File: src/rtl/rtcseq_pkg.sv
// ---------------------------------------------------------------------------
// rtcseq_pkg
// Types and constants shared by the RTC transaction sequencer modules.
// ---------------------------------------------------------------------------
package rtcseq_pkg;

  typedef enum logic [3:0] {
    PH_IDLE       = 4'd0,
    PH_START_WR   = 4'd1,
    PH_START_RD   = 4'd2,
    PH_RESTART_RD = 4'd3,
    PH_ADDR_WR    = 4'd4,
    PH_ADDR_RDWR  = 4'd5,
    PH_ADDR_RDRD  = 4'd6,
    PH_YEAR       = 4'd7,
    PH_SEND_VAL   = 4'd8,
    PH_STOP_WR    = 4'd9,
    PH_SEC        = 4'd10,
    PH_MIN        = 4'd11,
    PH_HOUR       = 4'd12,
    PH_DAY        = 4'd13,
    PH_WDAY       = 4'd14
  } phase_t;

  localparam logic [1:0] MODE_UPDATE = 2'd0;
  localparam logic [1:0] MODE_WRITE  = 2'd1;
  localparam logic [1:0] MODE_EVENT  = 2'd2;
  localparam logic [1:0] MODE_UNUSED = 2'd3;

  localparam logic [5:0] ACT_START   = 6'b00_0001;
  localparam logic [5:0] ACT_STOP    = 6'b00_0010;
  localparam logic [5:0] ACT_ACK     = 6'b00_0100;
  localparam logic [5:0] ACT_SEND    = 6'b00_1000;
  localparam logic [5:0] ACT_BUF_ON  = 6'b01_0000;
  localparam logic [5:0] ACT_BUF_OFF = 6'b10_0000;

  localparam logic [2:0] PF_UPDATE = 3'b001;
  localparam logic [2:0] PF_WRITE  = 3'b010;
  localparam logic [2:0] PF_ERROR  = 3'b100;

  localparam logic [7:0] FIRST_TIME_REG = 8'h02;
  localparam logic [7:0] MAX_TARGET     = 8'd15;

  localparam logic [7:0] MASK_SEC   = 8'h7F;
  localparam logic [7:0] MASK_MIN   = 8'h7F;
  localparam logic [7:0] MASK_HOUR  = 8'h3F;
  localparam logic [7:0] MASK_DAY   = 8'h3F;
  localparam logic [7:0] MASK_WDAY  = 8'h07;
  localparam logic [7:0] MASK_MONTH = 8'h1F;

  localparam int unsigned TIME_REGS = 7;

  localparam logic CFG_WRITE_ADDR = 1'b0;
  localparam logic CFG_READ_ADDR  = 1'b1;

  localparam logic [7:0] RESET_WRITE_ADDR = 8'hA2;
  localparam logic [7:0] RESET_READ_ADDR  = 8'hA3;

  typedef logic [7:0] time_regs_t [TIME_REGS];

  typedef struct packed {
    logic [5:0] actions;
    logic [7:0] tx_byte;
    logic [7:0] seconds_bcd;
    logic [7:0] minutes_bcd;
    logic [7:0] hours_bcd;
    logic [7:0] day_bcd;
    logic [7:0] weekday_value;
    logic [7:0] month_bcd;
    logic [7:0] year_bcd;
    logic       all_done;
    logic       error_flag;
    logic       write_accepted;
  } result_t;

endpackage

File: src/rtl/rtcseq_engine.sv
// ---------------------------------------------------------------------------
// rtcseq_engine
// Transaction state, pending requests, time store and the decode of one
// request or controller event into commands and a result.
// ---------------------------------------------------------------------------
module rtcseq_engine
  import rtcseq_pkg::*;
(
  input  logic       clk,
  input  logic       rst,
  input  logic       cfg_write,
  input  logic       cfg_index,
  input  logic [7:0] cfg_data,
  input  logic       accept,
  input  logic [1:0] mode,
  input  logic [7:0] target_register,
  input  logic [7:0] write_data,
  input  logic       flag_start_sent,
  input  logic       flag_address_sent,
  input  logic       flag_rx_not_empty,
  input  logic       flag_byte_done,
  input  logic       flag_tx_empty,
  input  logic       bus_error,
  input  logic [7:0] rx_byte,
  input  logic [7:0] rx_byte_next,
  output result_t    result
);

  logic [7:0] device_write_address;
  logic [7:0] device_read_address;
  phase_t     phase;
  logic [2:0] pending_flags;
  logic [3:0] pending_register;
  logic [7:0] pending_value;
  time_regs_t time_store;

  phase_t     phase_next;
  logic [2:0] pending_flags_next;
  logic [3:0] pending_register_next;
  logic [7:0] pending_value_next;
  time_regs_t time_store_next;
  logic [5:0] acts;
  logic [7:0] txb;
  logic       accepted;

  always_comb begin
    phase_next            = phase;
    pending_flags_next    = pending_flags;
    pending_register_next = pending_register;
    pending_value_next    = pending_value;
    time_store_next       = time_store;
    acts                  = '0;
    txb                   = '0;
    accepted              = 1'b0;

    unique case (mode)
      MODE_UPDATE: begin
        pending_flags_next = pending_flags_next | PF_UPDATE;
      end
      MODE_WRITE: begin
        if (((pending_flags & PF_WRITE) == '0) && (target_register <= MAX_TARGET)) begin
          pending_register_next = target_register[3:0];
          pending_value_next    = write_data;
          pending_flags_next    = pending_flags_next | PF_WRITE;
          accepted              = 1'b1;
        end
      end
      MODE_EVENT: begin
        if (bus_error) begin
          phase_next         = PH_IDLE;
          pending_flags_next = PF_ERROR;
        end
        if (flag_start_sent) begin
          unique case (phase_next)
            PH_START_WR: begin
              acts       = acts | ACT_SEND;
              txb        = device_write_address;
              phase_next = PH_ADDR_WR;
            end
            PH_START_RD: begin
              acts       = acts | ACT_SEND;
              txb        = device_write_address;
              phase_next = PH_ADDR_RDWR;
            end
            PH_RESTART_RD: begin
              acts       = acts | ACT_SEND;
              txb        = device_read_address;
              phase_next = PH_ADDR_RDRD;
            end
            default: ;
          endcase
        end
        if (flag_address_sent) begin
          unique case (phase_next)
            PH_ADDR_WR: begin
              acts       = acts | ACT_SEND;
              txb        = {4'd0, pending_register_next};
              phase_next = PH_SEND_VAL;
            end
            PH_ADDR_RDWR: begin
              acts       = acts | ACT_SEND | ACT_START | ACT_STOP;
              txb        = FIRST_TIME_REG;
              phase_next = PH_RESTART_RD;
            end
            PH_ADDR_RDRD: begin
              acts       = acts | ACT_ACK;
              phase_next = PH_SEC;
            end
            default: ;
          endcase
        end
        if (flag_rx_not_empty) begin
          if (phase_next == PH_YEAR) begin
            time_store_next[6] = rx_byte;
            time_store_next[0] = time_store_next[0] & MASK_SEC;
            time_store_next[1] = time_store_next[1] & MASK_MIN;
            time_store_next[2] = time_store_next[2] & MASK_HOUR;
            time_store_next[3] = time_store_next[3] & MASK_DAY;
            time_store_next[4] = time_store_next[4] & MASK_WDAY;
            time_store_next[5] = time_store_next[5] & MASK_MONTH;
            phase_next         = PH_IDLE;
            pending_flags_next = pending_flags_next & ~(PF_UPDATE | PF_ERROR);
          end
          acts = acts | ACT_BUF_OFF;
        end
        if (flag_byte_done) begin
          unique case (phase_next)
            PH_SEND_VAL: begin
              if (flag_tx_empty) begin
                acts       = acts | ACT_SEND;
                txb        = pending_value_next;
                phase_next = PH_STOP_WR;
              end
            end
            PH_STOP_WR: begin
              acts               = acts | ACT_STOP;
              phase_next         = PH_IDLE;
              pending_flags_next = pending_flags_next & ~(PF_WRITE | PF_ERROR);
            end
            PH_SEC: begin
              time_store_next[0] = rx_byte;
              acts               = acts | ACT_ACK;
              phase_next         = PH_MIN;
            end
            PH_MIN: begin
              time_store_next[1] = rx_byte;
              acts               = acts | ACT_ACK;
              phase_next         = PH_HOUR;
            end
            PH_HOUR: begin
              time_store_next[2] = rx_byte;
              acts               = acts | ACT_ACK;
              phase_next         = PH_DAY;
            end
            PH_DAY: begin
              time_store_next[3] = rx_byte;
              acts               = acts | ACT_ACK;
              phase_next         = PH_WDAY;
            end
            PH_WDAY: begin
              time_store_next[4] = rx_byte;
              time_store_next[5] = rx_byte_next;
              acts               = acts | ACT_STOP | ACT_BUF_ON;
              phase_next         = PH_YEAR;
            end
            default: ;
          endcase
        end
      end
      default: ;
    endcase

    // an idle sequencer opens the next transaction, update first
    if ((mode != MODE_UNUSED) && (phase_next == PH_IDLE)) begin
      if ((pending_flags_next & PF_UPDATE) != '0) begin
        phase_next = PH_START_RD;
        acts       = acts | ACT_START;
      end else if ((pending_flags_next & PF_WRITE) != '0) begin
        phase_next = PH_START_WR;
        acts       = acts | ACT_START;
      end
    end
  end

  always_comb begin
    result.actions        = acts;
    result.tx_byte        = ((acts & ACT_SEND) != '0) ? txb : 8'd0;
    result.seconds_bcd    = time_store_next[0];
    result.minutes_bcd    = time_store_next[1];
    result.hours_bcd      = time_store_next[2];
    result.day_bcd        = time_store_next[3];
    result.weekday_value  = time_store_next[4];
    result.month_bcd      = time_store_next[5];
    result.year_bcd       = time_store_next[6];
    result.all_done       = ((pending_flags_next & (PF_UPDATE | PF_WRITE)) == '0);
    result.error_flag     = ((pending_flags_next & PF_ERROR) != '0);
    result.write_accepted = accepted;
  end

  always_ff @(posedge clk) begin
    if (rst) begin
      device_write_address <= RESET_WRITE_ADDR;
      device_read_address  <= RESET_READ_ADDR;
    end else if (cfg_write) begin
      unique case (cfg_index)
        CFG_WRITE_ADDR: device_write_address <= cfg_data;
        CFG_READ_ADDR:  device_read_address  <= cfg_data;
      endcase
    end
  end

  always_ff @(posedge clk) begin
    if (rst) begin
      phase            <= PH_IDLE;
      pending_flags    <= '0;
      pending_register <= '0;
      pending_value    <= '0;
      for (int k = 0; k < TIME_REGS; k++) begin
        time_store[k] <= '0;
      end
    end else if (accept) begin
      phase            <= phase_next;
      pending_flags    <= pending_flags_next;
      pending_register <= pending_register_next;
      pending_value    <= pending_value_next;
      time_store       <= time_store_next;
    end
  end

endmodule

File: src/rtl/rtcseq_out_buf.sv
// ---------------------------------------------------------------------------
// rtcseq_out_buf
// Result register with a skid stage so the input side stays open while
// one result waits to be taken.
// ---------------------------------------------------------------------------
module rtcseq_out_buf
  import rtcseq_pkg::*;
(
  input  logic    clk,
  input  logic    rst,
  input  logic    push,
  input  result_t push_data,
  output logic    full,
  output logic    out_valid,
  input  logic    out_stall,
  output result_t out_data
);

  logic    skid_valid;
  result_t skid_data;
  logic    drain;

  assign drain = out_valid && !out_stall;
  assign full  = skid_valid;

  always_ff @(posedge clk) begin
    if (rst) begin
      out_valid  <= 1'b0;
      skid_valid <= 1'b0;
    end else begin
      priority if (!out_valid || drain) begin
        out_valid  <= skid_valid || push;
        skid_valid <= 1'b0;
      end else if (push) begin
        skid_valid <= 1'b1;
      end else begin
        skid_valid <= skid_valid;
      end
    end
  end

  always_ff @(posedge clk) begin
    priority if (!out_valid || drain) begin
      out_data <= skid_valid ? skid_data : push_data;
    end else if (push) begin
      skid_data <= push_data;
    end else begin
      skid_data <= skid_data;
    end
  end

endmodule

File: src/rtl/i2c_rtc_transaction_sequencer_core.sv
// ---------------------------------------------------------------------------
// i2c_rtc_transaction_sequencer_core
// Sequences I2C master transactions to a real-time clock: time burst reads,
// single register writes, bus error abort.
// ---------------------------------------------------------------------------
// channel   handshake            payload
// input     in_valid / in_stall  mode, target_register, write_data, flags, rx bytes
// output    out_valid / out_stall actions, tx_byte, time registers, status
// config    cfg_write            cfg_index, cfg_data
//
// one input transfer per clock while in_stall is low; its result is registered
// a result register plus one skid entry; in_stall rises only when both hold
// results and the output side is stalled
// reset is synchronous; it returns the addresses to defaults, phase to idle
// and clears pending requests and the time store
// ---------------------------------------------------------------------------
module i2c_rtc_transaction_sequencer_core
  import rtcseq_pkg::*;
(
  input  logic       clk,
  input  logic       rst,
  input  logic       cfg_write,
  input  logic       cfg_index,
  input  logic [7:0] cfg_data,
  input  logic       in_valid,
  output logic       in_stall,
  input  logic [1:0] mode,
  input  logic [7:0] target_register,
  input  logic [7:0] write_data,
  input  logic       flag_start_sent,
  input  logic       flag_address_sent,
  input  logic       flag_rx_not_empty,
  input  logic       flag_byte_done,
  input  logic       flag_tx_empty,
  input  logic       bus_error,
  input  logic [7:0] rx_byte,
  input  logic [7:0] rx_byte_next,
  output logic       out_valid,
  input  logic       out_stall,
  output logic [5:0] actions,
  output logic [7:0] tx_byte,
  output logic [7:0] seconds_bcd,
  output logic [7:0] minutes_bcd,
  output logic [7:0] hours_bcd,
  output logic [7:0] day_bcd,
  output logic [7:0] weekday_value,
  output logic [7:0] month_bcd,
  output logic [7:0] year_bcd,
  output logic       all_done,
  output logic       error_flag,
  output logic       write_accepted
);

  logic    accept;
  logic    buf_full;
  result_t step_result;
  result_t out_data;

  assign in_stall = buf_full;
  assign accept   = in_valid && !buf_full;

  rtcseq_engine u_engine (
    .clk               (clk),
    .rst               (rst),
    .cfg_write         (cfg_write),
    .cfg_index         (cfg_index),
    .cfg_data          (cfg_data),
    .accept            (accept),
    .mode              (mode),
    .target_register   (target_register),
    .write_data        (write_data),
    .flag_start_sent   (flag_start_sent),
    .flag_address_sent (flag_address_sent),
    .flag_rx_not_empty (flag_rx_not_empty),
    .flag_byte_done    (flag_byte_done),
    .flag_tx_empty     (flag_tx_empty),
    .bus_error         (bus_error),
    .rx_byte           (rx_byte),
    .rx_byte_next      (rx_byte_next),
    .result            (step_result)
  );

  rtcseq_out_buf u_out_buf (
    .clk       (clk),
    .rst       (rst),
    .push      (accept),
    .push_data (step_result),
    .full      (buf_full),
    .out_valid (out_valid),
    .out_stall (out_stall),
    .out_data  (out_data)
  );

  assign actions        = out_data.actions;
  assign tx_byte        = out_data.tx_byte;
  assign seconds_bcd    = out_data.seconds_bcd;
  assign minutes_bcd    = out_data.minutes_bcd;
  assign hours_bcd      = out_data.hours_bcd;
  assign day_bcd        = out_data.day_bcd;
  assign weekday_value  = out_data.weekday_value;
  assign month_bcd      = out_data.month_bcd;
  assign year_bcd       = out_data.year_bcd;
  assign all_done       = out_data.all_done;
  assign error_flag     = out_data.error_flag;
  assign write_accepted = out_data.write_accepted;

endmodule

File: config.mk
export PLATFORM = sky130hd
export DESIGN_NAME = i2c_rtc_transaction_sequencer_core
export DESIGN_NICKNAME = d
export VERILOG_FILES = /design/src/rtl/rtcseq_pkg.sv /design/src/rtl/rtcseq_engine.sv /design/src/rtl/rtcseq_out_buf.sv /design/src/rtl/i2c_rtc_transaction_sequencer_core.sv
export SDC_FILE = /design/constraint.sdc
export NUM_CORES = 1
export LEC_CHECK = 0
export BUFFER_PORTS_ARGS = -buffer_cell sky130_fd_sc_hd__buf_2
export CAP_MARGIN = 40
export CORE_MARGIN = 2
export CORE_UTILIZATION = 50
export DETAILED_ROUTE_END_ITERATION = 12
export PLACE_DENSITY_LB_ADDON = 0.12
export SLEW_MARGIN = 20
export SYNTH_ARGS = -nofsm -noshare
export SYNTH_HDL_FRONTEND = slang
export SYNTH_SLANG_ARGS = --single-unit
File: constraint.sdc
create_clock -name clk -period 6.2 [get_ports clk]
set_input_delay 0.62 -clock clk [delete_from_list [all_inputs] [get_ports clk]]
set_output_delay 0.62 -clock clk [all_outputs]
set_load 0.005 [all_outputs]
# Word-level counts from Yosys, hierarchy flattened
# Index checks and enable logic that the tools add are counted.
# totals
regBits	239
inputBits	54
word_cells	138
# classes
n_eq_ne	17
order_cmp	1
reduce_logical	21
bitwise_logic	2
n_mux	58
# op_table
operator	n
two-way mux 56 bit	3
two-way mux 8 bit	11
two-way mux 4 bit	19
two-way mux 73 bit	1
two-way mux 48 bit	1
case mux 4 bit (3 select lines)	3
case mux 8 bit (2 select lines)	2
equality test 4 bit (second input constant)	7
case mux 4 bit (7 select lines)	1
case mux 5 bit (4 select lines)	1
equality test 4 x 3 -> 1 bit (second input constant)	4
two-way mux 16 bit	1
two-way mux 3 bit	5
two-way mux 6 bit	2
case mux 3 bit (3 select lines)	1
equality test 4 x 2 -> 1 bit (second input constant)	2
<= comparator 8 x 4 -> 1 bit (second input constant)	1
logical NOT 3 bit	2
AND reduction 2 bit	3
two-way mux 1 bit	5
two-way mux 5 bit	1
equality test 4 x 1 -> 1 bit (second input constant)	1
logical AND 1 bit	4
logical NOT 4 bit	1
12 further kinds	17

# Logic depth before layout (Yosys ltp)
# Gate-level depths: netlist of the first run.
# logic_depth
ltp_word	23
mapped_depth	10
ltp_nobuf	6

# Hierarchy
# From an unflattened synthesis of the first run, not the netlist that was laid out.
# hier_totals
cells_unflattened	840
hier_area_um2	10657.7
# modules_own_cells
mod	cells_per_inst	seq_area_each_um2	instances	area_per_inst_um2
rtcseq_out_buf	234	4424.2	1	5575.3
rtcseq_engine	605	1821.7	1	5068.6
i2c_rtc_transaction_sequencer_core	1	0.0	1	13.8

# Least setup slack after synthesis of the first run
# OpenSTA, ideal clock, no wires.
# synth_path
path_kind	input to register
startpoint	input out_stall
endpoint	register u_out_buf.skid_data[0] in the netlist's numbering (enable)
setup_time_ns	0.505
path_stages	2
path_slack_ns	0.158
arrival_ns	5.538
required_time_ns	5.695
path_cell_list	nand2_1 nor2_1
# synth_between
elab_chain_cells	5
# synth_lines
element	line	text
start: declaration	i2c_rtc_transaction_sequencer_core.sv:39	input logic out_stall,
logical NOT 1 bit	rtcseq_out_buf.sv:23	assign drain = out_valid && !out_stall;
logical AND 1 bit	rtcseq_out_buf.sv:23	
logical OR 1 bit	rtcseq_out_buf.sv:43	priority if (!out_valid || drain) begin
inverter 1 bit (no source line)	n/a	
AND reduction 2 bit (no source line)	n/a	
end signal: assignment	rtcseq_out_buf.sv:46	skid_data <= push_data;
end signal: assignment	rtcseq_out_buf.sv:48	skid_data <= skid_data;
end: declaration	rtcseq_out_buf.sv:20	result_t skid_data;
# No other way between the ends.
# A chain may end at the register's enable or synchronous reset.

==> impl_metrics.yaml, run 1 <==
run_status:
  status: "completed"
critical_path:
  cp-end-kind: "flop"
  crit_fanout: 22
  crit_required_ns: 6.50
  cp_num_buf_inv: 1
  r2r_cells: 6
  cpPeakStageDelay_ns: 0.76
  startpoint_type: "flop"
  crit_slowest_cell: "dfxtp_1"
  cp_data_arrival_time_ns: 3.63
  cp.depth: 6
  worstSetupPathType: "reg2reg"
  path_delay_family: "compound AO/OA/AOI/OAI gates"
  path_cells: "or3b_1, o21ai_1, a211oi_4, buf_6, mux2_2, mux2_2"
  cpMostUsedCell: "mux2_2"
routing:
  drt-pass1-iter-count: 7
  dr_wl_met3_um: 1250
  first_iter_violations: 497
  m1WireLength_um: 11200
  highest_layer: "met4"
  vias_per_cell: 5.49
  postRouteAntennaNets: 0
  wl_met2_um: 10300
  route.vias.total: 7109
  avgRoutedWirePerCell_um: 17.8
  drcViolationCount: 0
  totalWireLength_um: 23100
timing:
  period_minus_slack_ns: 3.34
  setup_violations: 0
  rsz0062_at_grt: "no"
  fin_setup_tns_ns: 0
  slew_viol_final: 0
  fmax_mhz: 300
  fin_ws_ns: 2.86
  period_share_pct: 53.8
  clock_skew_ns: 0.0337
  worstMarginPinSlew_ns: 0.756
  final_hold_viol_count: 0
  max_slew_margin_pct: 49.5
clock_tree:
  clkTransAtPathRegs_ns: 0.06
  postCtsSetupBuffers: 0
  cts_tree: "built"
  postCtsResizedCells: 0
  insertion_delay_ns: 0.55
  cts-root-buf: "clkbuf_16"
  clock_path_buffers: 3
  clkSinkCount: 239
  cts_hold_buf: 0
  numCtsBuffers: 25
  h-tree-depth: 1
yosys:
  synth_area_leader_cell: "edfxtp_1"
  syn_area_per_cell_um2: 11.6
  synth_flop_cell: "edfxtp_1"
  synth-edff-count: 146
  synth_top_cell_area_share_pct: 42.3
  netlist_area_mm2: 0.0104
  synth_cells: 898
  synthTopCellsByArea: "edfxtp_1 42%, dfxtp_1 18%, mux2_2 11%"
  synthArstFlopShare_pct: 0
  synth_nets: 952
  synth_seq_area_share_pct: 60.2
  ys_ff_latch: 239
  yosysUniqueCellTypes: 63
  ys_warn_count: 0
grt:
  grt_pass1_vias: 6798
  overflow: 0
  antenna_found_initial: 0
  grt_max_degree: 61
  grt_first_pass_wirelength_um: 36500
  grt_usage_pct: 20.8
placed_design:
  dpl.hpwl_um: 14600
  dp.cells: 1246
  io_buffers: 128
  dp_slack_ns: 2.86
  gp_congestion: 0.874
floorplanning:
  rows: 52
  die_w_um: 148
  num_io_pins: 129
  fp.coreArea_mm2: 0.0203
  die_area_mm2: 0.0219
  initial_core_util_pct: 51.1
  die_h_um: 148
cells_and_area:
  final_common_cell: "edfxtp_1"
  antenna_cells: 0
  area_growth_pct: 17.1
  layout-drive-gt1-share_pct: 28.9
  final_cells: 1294
  mostFrequentLayoutCells: "146 x edfxtp_1, 128 x buf_2, 121 x nand2_1"
  final_nets: 1059
min_path:
  hold_path_class: "in2reg"
  holdPathStages: 3
pwr:
  vdd_ir_drop_max_v: 0.000164
  power_mw: 3.50
  power_density_mw_per_mm2: 288
  p_leak_nw: 4.86
job:
  maxCapViolations: 0
-- logic make-up after synthesis --
group,synth area share [%]
compound gates,10.4
mux,13.7
xor+xnor,0.169
simple gates,12.4
flops,60.2
buf+inv,3.08
-- power by group --
part | total [mW] | switching (mW) | internal, mW
combinational | 0.205 | 0.126 | 0.0786
clock | 1.54 | 0.611 | 0.929
sequential | 1.76 | 0.0215 | 1.73
total | 3.50 | 0.759 | 2.74
-- synthesized netlist by cell type, types with 4 or more instances --
cell,instances
a211o_1,5
a21o_1,6
a21oi_1,58
a22oi_1,16
a31oi_1,4
and2_1,8
and3_1,7
buf_2,9
clkbuf_1,54
dfxtp_1,93
edfxtp_1,146
inv_1,16
mux2_2,100
mux2i_1,29
nand2_1,122
nand2b_1,10
nand3_1,17
nand3b_1,5
nor2_1,71
nor2b_1,9
nor3_1,12
o21a_1,9
o21ai_0,23
o21ai_1,4
o221ai_1,5
or2_2,6
-- worst min-delay path: stages --
cell,delay [ns]
buf_2,0.11
nand2_1,0.05
a21oi_1,0.05
-- cell type report --
cell class / count / area, um2
clock buffer: 35 / 673
clock inverter: 11 / 170
fill: 1734 / 8150
inverter: 16 / 60.1
multi-input combinational: 578 / 3840
sequential: 239 / 6250
tap: 270 / 338
timing repair buffer: 145 / 825
-- worst paths after layout --
path	start	end	slack, ns
worst min-delay path	rx_byte_next[1]	u_engine.time_store[9]	0.33
worst max register to register	u_engine.phase[2]	u_out_buf.out_data[20]	2.86
worst min register to register	u_engine.device_write_address[4]	u_engine.device_write_address[4]	0.45
worst max-delay path	u_engine.phase[2]	u_out_buf.out_data[20]	2.86
-- metrics by stage --
stage	area (um2)	util [%]	hold WS (ns)
floorplan	10400	-	0.434
global placement	11200	55.2	0.442
detailed placement	11300	55.5	0.447
CTS	12100	59.7	0.321
global route	12100	59.8	0.324
finish	12100	59.8	0.327
-- layer usage --
| layer | vias to the layer above | track usage [%] |
|---|---|---|
| li1 | 3473 | - |
| met1 | 3412 | 31.3 |
| met2 | 195 | 32.3 |
| met3 | 29 | 3.18 |
| met4 | 0 | 4.48 |
| met5 | - | 0 |
-- state kept, by name, indices dropped and copies added, names as in the netlist --
name,flops
u_out_buf.full,1
u_engine.device_read_address,8
u_engine.pending_register,4
u_engine.time_store,56
u_engine.device_write_address,8
u_out_buf.out_valid,1
u_engine.phase,4
u_engine.pending_flags,3
u_out_buf.out_data,73
u_engine.pending_value,8
u_out_buf.skid_data,73
Power figures use the tool's default switching activity.
==> run 2: changes to the inputs <==
Clock period 6.2 ns to 3 ns, I/O delays scaled along.
==> run 2 against run 1 <==
  * Sequential share of layout area down 0.32 points
  * Via count grew 2.1%
  * Setup slack got worse by 2.6 ns
  * Global-route usage grew 1.5 points
  * Worst hold slack got worse by 0.31 ns
  * Clock power grew 92%
  * Clock-buffer cell count rose by 3
==> impl_metrics.yaml, run 2 (synthesis gave the netlist of run 1 again) <==
run_status:
  status: "completed"
timing:
  period_minus_slack_ns: 2.75
  fmax_mhz: 364
  period_share_pct: 91.6
  clock_skew_ns: 0.0103
  setup_violations: 0
  worstMarginPinSlew_ns: 0.609
  fin_setup_tns_ns: 0
  max_slew_margin_pct: 59.4
  rsz0062_at_grt: "no"
  final_hold_viol_count: 0
  slew_viol_final: 0
critical_path:
  r2r_cells: 6
  startpoint_type: "flop"
  worstSetupPathType: "reg2reg"
  cp_data_arrival_time_ns: 3.01
  crit_fanout: 8
  crit_required_ns: 3.26
  cp-end-kind: "flop"
clock_tree:
  postCtsResizedCells: 0
  clock_path_buffers: 3
  postCtsSetupBuffers: 0
  cts_tree: "built"
  numCtsBuffers: 25
  insertion_delay_ns: 0.52
  clkSinkCount: 239
  cts_hold_buf: 0
  clkTransAtPathRegs_ns: 0.06
  h-tree-depth: 1
  cts-root-buf: "clkbuf_16"
grt:
  met3_usage_pct: 3.67
  grt_max_degree: 67
  grt_first_pass_wirelength_um: 38800
  antenna_found_initial: 0
  met2_usage_pct: 33.7
  grt_pass1_vias: 7043
  grt_usage_pct: 22.4
  overflow: 0
  use_met1_pct: 34.5
  grt.busiest_layer: "met1"
min_path:
  holdPathStages: 3
  hold_path_class: "in2reg"
floorplanning:
  die_area_mm2: 0.0219
  fp.coreArea_mm2: 0.0203
  rows: 52
  num_io_pins: 129
  die_h_um: 148
  initial_core_util_pct: 51.1
  die_w_um: 148
cells_and_area:
  final_common_cell: "edfxtp_1"
  antenna_cells: 0
  layout-drive-gt1-share_pct: 30.6
  area_growth_pct: 17.9
  mostFrequentLayoutCells: "146 x edfxtp_1, 128 x buf_2, 121 x nand2_1"
  final_cells: 1316
  final_nets: 1081
  reg_top3: "u_out_buf.out_data x73, u_out_buf.skid_data x73, u_engine.time_store x56"
  final_cell_area_mm2: 0.0122
job:
  maxCapViolations: 0
pwr:
  power_density_mw_per_mm2: 575
  vdd_ir_drop_max_v: 0.000383
  p_leak_nw: 4.93
routing:
  vias_per_cell: 5.51
  first_iter_violations: 495
  totalWireLength_um: 24600
  drcViolationCount: 0
  postRouteAntennaNets: 0
  drt-pass1-iter-count: 5
  avgRoutedWirePerCell_um: 18.7
  route.vias.total: 7255
placed_design:
  dp.cells: 1270
  gp_congestion: 0.934
  io_buffers: 128
  dpl.hpwl_um: 15700
  placed_area_mm2: 0.0114
==> run 2: layout make-up <==
| type | count | area, um2 |
|---|---|---|
| fillers | 1742 | 8070 |
| clock buffers | 38 | 734 |
| multi-input cells | 578 | 3840 |
| clock inverters | 8 | 51.3 |
| inverters | 16 | 60.1 |
| well taps | 270 | 338 |
| repair buffers | 167 | 958 |
| flip-flops and latches | 239 | 6250 |
==> run 2: worst max-delay path, stage by stage (launching register included) <==
cell      delay, ns
dfxtp_1        0.47
o21ai_1        0.12
buf_4          0.17
a221oi_2       0.44
nand4_1        0.55
mux2_2         0.48
mux2_2         0.27
==> run 2: path summary, 6_finish.rpt <==
path / startpoint / endpoint / slack (ns)
setup / recovery: u_engine.phase[1] / u_out_buf.out_data[56] / 0.25
hold / removal: cfg_data[7] / u_engine.device_write_address[7] / 0.02
setup reg to reg: u_engine.phase[1] / u_out_buf.out_data[56] / 0.25
hold reg to reg: u_engine.time_store[5] / u_engine.time_store[5] / 0.45
==> run 2: power breakdown <==
part	internal, mW	switching, mW
clock network	1.69	1.27
logic	0.171	0.277
registers	3.58	0.0394
total	5.45	1.58
==> run 2: per-layer routing <==
| layer | up-vias | part of all wire (%) |
|---|---|---|
| met5 | - | 0 |
| met4 | 0 | 1.3 |
| met3 | 31 | 6.0 |
| met2 | 222 | 44 |
| met1 | 3500 | 49 |
| li1 | 3502 | - |
==> run 2: per-stage QoR <==
step	power, mW	setup WS [ns]	hold WS [ns]	utilization (%)
floorplan	3.92	0.0879	0.424	-
global placement	4.14	0.272	0.439	56.4
detailed placement	4.14	0.259	0.446	56.4
CTS	7.07	0.330	0.0125	60.2
global route	7.24	0.147	0.0133	60.2
finish	7.03	0.251	0.0160	60.2
